$ cat config.mk
export PLATFORM = sky130hd
export DESIGN_NAME = sorted_list_insert_delete
export DESIGN_NICKNAME = d
export VERILOG_FILES = /design/src/rtl/core/sli_pkg.sv /design/src/rtl/core/sli_cell.sv /design/src/rtl/core/sorted_list_insert_delete.sv
export SDC_FILE = /design/constraint.sdc
export NUM_CORES = 1
export LEC_CHECK = 0
export ABC_AREA = 1
export BUFFER_PORTS_ARGS = -buffer_cell sky130_fd_sc_hd__buf_2
export CAP_MARGIN = 0
export CORE_AREA = 2 2 140 142
export CTS_BUF_LIST = sky130_fd_sc_hd__clkbuf_16
export CTS_CLUSTER_SIZE = 40
export DETAILED_ROUTE_END_ITERATION = 10
export DIE_AREA = 0 0 142 144
export GPL_ROUTABILITY_DRIVEN = 0
export PLACE_DENSITY_LB_ADDON = 0.1
export RECOVER_POWER = 25
export SETUP_SLACK_MARGIN = 0.1
export SLEW_MARGIN = 0
export SYNTH_ARGS = -nofsm -noshare
export SYNTH_HDL_FRONTEND = slang
export SYNTH_SLANG_ARGS = --single-unit
$ cat constraint.sdc
create_clock -name clock -period 2.95 [get_ports clock]
set_input_delay 0.295 -clock clock [delete_from_list [all_inputs] [get_ports clock]]
set_output_delay 0.295 -clock clock [all_outputs]
set_load 0.05 [all_outputs]
$ cat src/rtl/core/sli_pkg.sv
`timescale 1ns / 1ps
// ----------------------------------------------------------------------------
// sli_pkg
// Shared types and codes for the sorted list insert/delete block.
// ----------------------------------------------------------------------------
package sli_pkg;

   typedef logic signed [7:0] value_type;
   typedef logic [2:0]        status_type;

   localparam logic OP_INSERT = 1'b0;
   localparam logic OP_DELETE = 1'b1;

   localparam status_type ST_INSERTED  = 3'd0;
   localparam status_type ST_DELETED   = 3'd1;
   localparam status_type ST_NOT_FOUND = 3'd2;
   localparam status_type ST_EMPTY     = 3'd3;
   localparam status_type ST_FULL      = 3'd4;

   // chain signals handed from one cell to the next
   typedef struct packed {
      logic gt;     // this cell is occupied and holds a value below the word
      logic found;  // delete target located in this cell or an earlier one
   } link_type;

endpackage

$ cat src/rtl/core/sli_cell.sv
`timescale 1ns / 1ps
// ----------------------------------------------------------------------------
// sli_cell
// One slot of the sorted row: compares, then keeps, takes or shifts an entry.
// ----------------------------------------------------------------------------
module sli_cell #(
   parameter int CW    = 5,
   parameter int INDEX = 0
) (
   input  logic                clock,
   input  logic                update,
   input  logic                op,
   input  sli_pkg::value_type  value,
   input  logic [CW-1:0]       count,
   input  sli_pkg::link_type   link_in,
   output sli_pkg::link_type   link_out,
   input  sli_pkg::value_type  left_entry,
   input  sli_pkg::value_type  right_entry,
   output sli_pkg::value_type  entry
);

   localparam logic [CW-1:0] IDX = CW'(INDEX);

   sli_pkg::value_type entry_ff;
   sli_pkg::value_type entry_in;
   logic               occupied;
   logic               gt;
   logic               pos_here;

   assign occupied = IDX < count;
   assign gt       = occupied && (value > entry_ff);
   assign pos_here = link_in.gt && !gt;

   assign link_out.gt    = gt;
   assign link_out.found = link_in.found ||
                           (pos_here && occupied && (entry_ff == value));

   always_comb begin
      if (gt) begin
         entry_in = entry_ff;
      end else if (op == sli_pkg::OP_DELETE) begin
         entry_in = right_entry;
      end else if (link_in.gt) begin
         entry_in = value;
      end else begin
         entry_in = left_entry;
      end
   end

   always_ff @(posedge clock) begin
      if (update) begin
         entry_ff <= entry_in;
      end
   end

   assign entry = entry_ff;

endmodule

$ cat src/rtl/core/sorted_list_insert_delete.sv
`timescale 1ns / 1ps
// ----------------------------------------------------------------------------
// sorted_list_insert_delete
// Sorted multiset of signed bytes with insert and delete, one cell per slot.
// ----------------------------------------------------------------------------
// Takes one word per cycle and returns one result word in the next cycle, held
// in an output register; a new word is taken in any cycle in which that
// register is empty or its result is taken, so a stalled result stalls the
// input. Every cell compares the incoming value against its entry in
// parallel; the insert or delete position and the delete hit ripple down the
// row of CAPACITY cells, and that chain sets the clock period. The reported count wraps at
// 5 bits.
module sorted_list_insert_delete #(
   parameter int CAPACITY = 16
) (
   input  logic               clock,
   input  logic               reset,
   input  logic               req_valid,
   output logic               req_stall,
   input  logic               req_opcode,
   input  sli_pkg::value_type req_value,
   output logic               rsp_valid,
   input  logic               rsp_stall,
   output logic [2:0]         rsp_status,
   output logic [4:0]         rsp_count
);

   localparam int CW = $clog2(CAPACITY + 1);
   localparam logic [CW-1:0] CAP = CW'(CAPACITY);

   logic [CW-1:0]        count_ff;
   logic [CW-1:0]        count_in;
   logic                 rsp_valid_ff;
   sli_pkg::status_type  status_ff;
   sli_pkg::status_type  status_in;
   logic [4:0]           rsp_count_ff;
   logic [CW+4:0]        count_wide;
   logic                 accept;
   logic                 update;
   logic                 full;
   logic                 found;

   sli_pkg::link_type    links   [CAPACITY+1];
   sli_pkg::value_type   entries [CAPACITY];

   assign req_stall = rsp_valid_ff && rsp_stall;
   assign accept    = req_valid && !req_stall;
   assign full      = count_ff >= CAP;

   assign links[0].gt    = 1'b1;
   assign links[0].found = 1'b0;
   assign found          = links[CAPACITY].found;

   genvar i;
   generate
      for (i = 0; i < CAPACITY; i++) begin : g_cell
         sli_cell #(
            .CW    (CW),
            .INDEX (i)
         ) u_cell (
            .clock       (clock),
            .update      (update),
            .op          (req_opcode),
            .value       (req_value),
            .count       (count_ff),
            .link_in     (links[i]),
            .link_out    (links[i+1]),
            .left_entry  (entries[(i == 0) ? 0 : i - 1]),
            .right_entry (entries[(i == CAPACITY - 1) ? i : i + 1]),
            .entry       (entries[i])
         );
      end
   endgenerate

   always_comb begin
      update    = 1'b0;
      count_in  = count_ff;
      status_in = sli_pkg::ST_INSERTED;
      if (req_opcode == sli_pkg::OP_INSERT) begin
         if (full) begin
            status_in = sli_pkg::ST_FULL;
         end else begin
            update    = accept;
            count_in  = count_ff + CW'(1);
            status_in = sli_pkg::ST_INSERTED;
         end
      end else begin
         if (count_ff == '0) begin
            status_in = sli_pkg::ST_EMPTY;
         end else if (found) begin
            update    = accept;
            count_in  = count_ff - CW'(1);
            status_in = sli_pkg::ST_DELETED;
         end else begin
            status_in = sli_pkg::ST_NOT_FOUND;
         end
      end
   end

   assign count_wide = {5'd0, count_in};

   always_ff @(posedge clock) begin
      if (reset) begin
         count_ff     <= '0;
         rsp_valid_ff <= 1'b0;
      end else begin
         if (accept) begin
            count_ff     <= count_in;
            rsp_valid_ff <= 1'b1;
         end else if (!rsp_stall) begin
            rsp_valid_ff <= 1'b0;
         end
      end
   end

   always_ff @(posedge clock) begin
      if (accept) begin
         status_ff    <= status_in;
         rsp_count_ff <= count_wide[4:0];
      end
   end

   assign rsp_valid  = rsp_valid_ff;
   assign rsp_status = status_ff;
   assign rsp_count  = rsp_count_ff;

   a_count_bound : assert property (@(posedge clock) disable iff (reset)
      count_ff <= CAP)
      else $error("entry count above capacity");

   a_insert_grows : assert property (@(posedge clock) disable iff (reset)
      accept && (req_opcode == sli_pkg::OP_INSERT) && !full
      |=> count_ff == $past(count_ff) + CW'(1))
      else $error("insert did not grow count");

   a_miss_holds : assert property (@(posedge clock) disable iff (reset)
      accept && (req_opcode == sli_pkg::OP_DELETE) && !found
      |=> $stable(count_ff))
      else $error("missed delete changed count");

   a_status_range : assert property (@(posedge clock) disable iff (reset)
      rsp_valid_ff |-> status_ff <= sli_pkg::ST_FULL)
      else $error("status code out of range");

endmodule
==> metrics.cfg, run 1 <==
[status]
status=finished, violations left
violations=max-capacitance violations, max-slew violations

[synthesis]
synth_nets=1497
synth_cell_type_count=42
yosysTopAreaCellShare_pct=37.8
async_flop_share_pct=0
synthCells=1353
yosys_most_used_dff=edfxtp_1
seq_area_frac_synth_pct=38.9
synth_area_leaders=edfxtp_1 38%, ha_1 15%, o21ai_0 12%
ys_seq_elements=142
synth_top_area_cell=edfxtp_1
synth_edf_count=136
synth_area_per_cell_um2=7.99
syn_area_um2=10800
ys_warn_count=0

[clock_network]
cts_max_path_buffers=2
tritoncts=done
clock_latency_ns=0.44
numCtsBuffers=17
cts_max_level=4
cts_sinks=142
hold_buffers=0
clkTransAtPathRegs_ns=0.06
clock-root-buffer=clkbuf_16

[critical_path]
crit_arrival_ns=2.96
crit_required_ns=3.05
critical_path_class=reg2reg
crit_fanout=8
start_kind=register
end_kind=register
r2r_cells=17

[routing]
drtIter0Drc=994
routed_wl_mm=33.4
top_layer_used=met4
met3WireLength_mm=2.31
dr_wl_met2_mm=16.4
wire_per_inst_um=18.6
drt-met1-wl_mm=13.5
drc_errors=0
firstDrtPassIters=6
via_per_inst=5.78
num_vias=10400
final_antenna_net_count=0

[floorplan]
fp.dieH_um=144
start_util_pct=56.6
rows=51
ioPinCount=23
die_area_um2=20400
die_x_um=142
core_um2=19100

[sta]
setup-violations-final=0
skew_ns=0.0136
max_freq_mhz=349
max_slew.worst_pin.slew_ns=2.15
hold_viol_final=0
drv_slew=102
finalCritPeriodShare_pct=97.1
min_period_ns=2.86
fin_ws_ns=0.0865
slew-limit-headroom_pct=-43.4

[global_route]
track_usage_pct=32.5
first_global_vias=10100
grt_start_max_net_pins=102
grt_antenna_before_repair=0
overflow=0
grt_pass1_wl_mm=51.3

[worst_hold_path]
worstHoldPathType=in2reg
min_path_cells=2

[power]
p_leak_nw=6.31
ir_drop_mv=0.427
powerDensity_nw_per_um2=507

[place]
post-place-ws_ns=-0.432
hpwlAfterDp_mm=23.8
portBuffers=22

[finish]
num_antenna_cells=0
final_layout_size_suffix_gt1_share_pct=21.1
nets=1691
syn2layout_area_growth_pct=26.3
final_util_pct=71.6

[flow_run]
maxCapViolCount=1

registers in the layout (all words and copies together), names as in the netlist:
signal and flops:
rsp_valid 1, g_cell.u_cell.entry 128, count_ff 5, rsp_count 5
rsp_status 3
critical path: stages, from the launching register on:
cell and delay, ns:
edfxtp_1 0.35, inv_1 0.07, ha_1 0.29, nand2_1 0.11, nor2_2 0.17, nand4_1 0.22, nor2_1 0.14, nand3_1 0.09
nand2_1 0.07, nor2_1 0.05, nand2_2 0.07, nor2_4 0.04, nand2_4 0.07, nand3_2 0.08, nand2_4 0.13, nand2_8 0.09
buf_8 0.19, a21oi_4 0.29
per-stage QoR:
step | power, W | instances | area [um^2] | hold slack (ns) | setup TNS, ns
floorplan | 0.00376 | 1353 | 10800 | 0.364 | 0
global placement | 0.00453 | 1749 | 12600 | 0.466 | -36.49
detailed placement | 0.00458 | 1749 | 12600 | 0.480 | -44.86
CTS | 0.00676 | 1784 | 13300 | 0.129 | 0
global route | 0.00724 | 1798 | 13700 | 0.148 | -0.000556
finish | 0.00692 | 1798 | 13700 | 0.135 | 0
layout by cell type (no fill, tap or decap), drive strengths merged, types with 6 or more instances in the layout:
| cell type | n |
|---|---|
| nor2 | 64 |
| dfxtp | 6 |
| a21oi | 166 |
| o21ai | 262 |
| clkbuf | 33 |
| nor3b | 7 |
| ha | 131 |
| buf | 213 |
| edfxtp | 136 |
| inv | 227 |
| nand4 | 17 |
| nand2 | 212 |
| nand3 | 39 |
cells in the mapped netlist (3+ instances only):
| cell | count |
|---|---|
| o211ai_1 | 3 |
| inv_2 | 6 |
| a21oi_1 | 157 |
| nand2_2 | 6 |
| nor3b_1 | 6 |
| edfxtp_1 | 136 |
| nor2_4 | 3 |
| ha_1 | 131 |
| or2_2 | 3 |
| dfxtp_1 | 6 |
| nand4_1 | 17 |
| nor2_2 | 6 |
| nor3_1 | 5 |
| o21ai_0 | 258 |
| inv_1 | 216 |
| nand2_1 | 204 |
| a21oi_2 | 9 |
| o21ai_1 | 4 |
| o21bai_1 | 5 |
| buf_1 | 9 |
| nor2_1 | 55 |
| a31oi_1 | 3 |
| clkbuf_1 | 40 |
| xor2_1 | 4 |
| nand3_1 | 38 |
| buf_2 | 3 |
metal layers:
metal	GRT usage [%]	vias to the layer above
li1	-	5039
met1	41.8	4832
met2	54.6	434
met3	5.60	90
met4	13.1	0
met5	0	-
report_power, final:
| part | switching [W] | internal (W) | leakage (nW) |
|---|---|---|---|
| combinational | 0.00133 | 0.000869 | 4.70 |
| clock | 0.000918 | 0.00124 | 0.268 |
| sequential | 0.0000731 | 0.00249 | 1.34 |
| total | 0.00232 | 0.00460 | 6.31 |
worst paths after layout:
kind / start / to / slack (ns)
hold / removal: reset / count_ff[0] / 0.14
hold reg to reg: rsp_valid / rsp_valid / 0.49
setup reg to reg: g_cell[6].u_cell.entry[6] / g_cell[14].u_cell.entry[7] / 0.09
setup / recovery: g_cell[6].u_cell.entry[6] / g_cell[14].u_cell.entry[7] / 0.09
kinds of logic (layout without fill, tap and decap cells):
| group | after synthesis | after routing | share of synthesized area, % |
|---|---|---|---|
| and+or+nand+nor | 353 | 353 | 14.4 |
| DFF | 142 | 142 | 38.9 |
| adders and majority gates | 131 | 131 | 15.2 |
| buffers and inverters | 277 | 484 | 9.83 |
| AOI/OAI and AO/OA | 446 | 446 | 21.4 |
| xor gates and xnor gates | 4 | 4 | 0.324 |
area by class of cell:
class / count / area (um^2)
inverter: 223 / 837
tap: 238 / 298
multi-input combinational: 934 / 5870
timing repair buffer: 229 / 1870
fill: 1474 / 5430
clock inverter: 15 / 145
sequential: 142 / 4200
clock buffer: 17 / 425
repair_timing:
| item | 4_1_cts | 5_1_grt |
|---|---|---|
| setup endpoints to repair | 128 | 130 |
| cloned | 0 | 0 |
| pin swaps | 0 | 22 |
| setup buffers | 3 | 14 |
| resized for setup | 18 | 54 |
(Power assumes the default switching activity.)
==> run 2, diff against run 1 <==
- SETUP_SLACK_MARGIN: 0.1 -> 0.05
==> run 2 against run 1 <==
Compared with the run above: the flow still finishes with violations (max-capacitance violations, max-slew violations); register-to-register slack barely moved; clock skew fell by 0.0024 ns; clock power barely moved; cell area fell by 1.4%; first-iteration DRC count fell by 5.0%; final cell count fell by 0.44%; sequential share of layout area rose by 0.42 points; non-clock buffer count fell by 9; utilization fell by 0.97 points; worst setup slack improved by 0.0080 ns; critical endpoint unchanged.
==> metrics.cfg, run 2 (same netlist as run 1, synthesis figures left out) <==
[status]
status=finished, violations left
violations=max-capacitance violations, max-slew violations

[routing]
drtIter0Drc=944  ; -5.0%
num_vias=10300  ; -1.3%
final_antenna_net_count=0  ; unchanged
via_per_inst=5.73  ; -0.89%
firstDrtPassIters=5  ; -1
routed_wl_mm=32.9  ; -1.5%
wire_per_inst_um=18.4  ; -1.1%
drc_errors=0  ; unchanged

[clock_network]
cts_sinks=142  ; unchanged
cts_max_level=4  ; unchanged
hold_buffers=0  ; unchanged
cts_max_path_buffers=2  ; unchanged
clock-root-buffer=clkbuf_16
clock_latency_ns=0.44  ; about the same
numCtsBuffers=17  ; unchanged
tritoncts=done
clkTransAtPathRegs_ns=0.06  ; about the same

[finish]
regArea_um2=4200  ; unchanged
final_layout_size_suffix_gt1_share_pct=19.5  ; -1.6 points
largest_reg_flops=128  ; unchanged
final_cell_mix=258 x o21ai_0, 215 x inv_1, 204 x nand2_1, 177 x buf_4, 151 x a21oi_1
fillers=1510  ; +2.4%
layout_commonest_cell=o21ai_0
num_antenna_cells=0  ; unchanged
syn2layout_area_growth_pct=24.6
nets=1683  ; -0.47%
final_util_pct=70.6  ; -0.97 points
multiInputGateArea_um2=5810  ; -1.1%

[sta]
skew_ns=0.0112  ; -0.00242 ns
fin_ws_ns=0.0945  ; +0.00795 ns
setup-violations-final=0  ; unchanged
whs_ns=0.134  ; -0.00159 ns
max_freq_mhz=350  ; +0.28%
drv_slew=102  ; unchanged
max_slew.worst_pin.slew_ns=2.18  ; +0.0241 ns
finalCritPeriodShare_pct=96.8  ; -0.27 points
rsz0062_at_grt=true
slew-limit-headroom_pct=-45.0  ; -1.6 points
hold_viol_final=0  ; unchanged
min_period_ns=2.86  ; -0.00795 ns

[floorplan]
core_um2=19100  ; unchanged
die_x_um=142  ; unchanged
rows=51  ; unchanged
die_area_um2=20400  ; unchanged
start_util_pct=56.6  ; unchanged
ioPinCount=23  ; unchanged
fp.dieH_um=144  ; unchanged

[critical_path]
start_kind=register
crit_required_ns=3.05  ; about the same
rr_startpoint=g_cell[13].u_cell.entry[5]
cp-startpoint=g_cell[13].u_cell.entry[5]
crit_arrival_ns=2.96  ; about the same
critical_path_class=reg2reg
end_kind=register
crit_fanout=8  ; unchanged

[power]
ir_drop_mv=0.430  ; +0.69%
powerDensity_nw_per_um2=509  ; +0.40%
power.total_w=0.00685  ; -0.96%
p_leak_nw=6.26  ; -0.83%

[global_route]
grt_pass1_wl_mm=51.2  ; -0.30%
grt_antenna_before_repair=0  ; unchanged
overflow=0  ; unchanged
track_usage_pct=32.4  ; -0.086 points
first_global_vias=10000  ; -0.44%
grt_start_max_net_pins=102  ; unchanged

[place]
portBuffers=22  ; unchanged
hpwlAfterDp_mm=23.8  ; unchanged
post-place-ws_ns=-0.432  ; unchanged

[worst_hold_path]
worstHoldPathType=in2reg
min-delay-start=reset

[flow_run]
maxCapViolCount=1  ; unchanged

-- run 2: what timing repair did --
action,4_1_cts,5_1_grt
pin swaps,0,16
buffers inserted,0,8
gates resized for setup,14,35
gates cloned,0,1
endpoints found under the setup margin,128,131
-- run 2: power breakdown --
part / internal, W / switching, W / total [W]
combinational: 0.000829 / 0.00130 / 0.00213
clock: 0.00124 / 0.000918 / 0.00216
sequential: 0.00249 / 0.0000718 / 0.00256
total: 0.00456 / 0.00229 / 0.00685
-- run 2: area by class of cell --
class / count / area share [%]
sequential: 142 / 31.2
tap: 238 / 2.21
timing repair buffer: 220 / 13.0
inverter: 223 / 6.22
clock buffer: 17 / 3.16
clock inverter: 15 / 1.08
multi-input combinational: 935 / 43.1
-- run 2: metal layers --
metal / part of all wire (%) / up-vias / GRT usage, %
met3: 6.5 / 66 / 5.43
met2: 49 / 389 / 54.5
met1: 42 / 4780 / 41.8
li1: - / 5022 / -
met4: 2.9 / 0 / 12.9
met5: 0 / - / 0
-- run 2: worst max-delay path, stage by stage, from the launching register on --
cell	delay, ns
edfxtp_1	0.33
inv_1	0.05
ha_1	0.29
nand2_1	0.08
nor2_1	0.15
nand4_1	0.15
buf_4	0.16
nor2_2	0.11
nand3_2	0.09
nand2_1	0.08
inv_1	0.05
nand2_1	0.05
nor2_1	0.07
nand2_4	0.07
nand3_2	0.08
nand2_4	0.13
nand2_8	0.09
buf_6	0.20
a21oi_4	0.29
-- run 2: worst paths after layout --
kind / end / slack (ns) / depth (start not counted)
setup reg to reg: g_cell[14].u_cell.entry[7] / 0.09 / 18
setup / recovery: g_cell[14].u_cell.entry[7] / 0.09 / 18
hold reg to reg: rsp_valid / 0.50 / 2
hold / removal: count_ff[0] / 0.13 / 2
-- run 2: metrics by stage --
stage	instance area, um^2	cells	setup TNS, ns
after global routing	13500	1790	-2.04
after CTS	13200	1781	-1.29
after floorplan	10800	1353	0
after global placement	12600	1749	-36.49
after detailed placement	12600	1749	-44.86
final	13500	1790	0
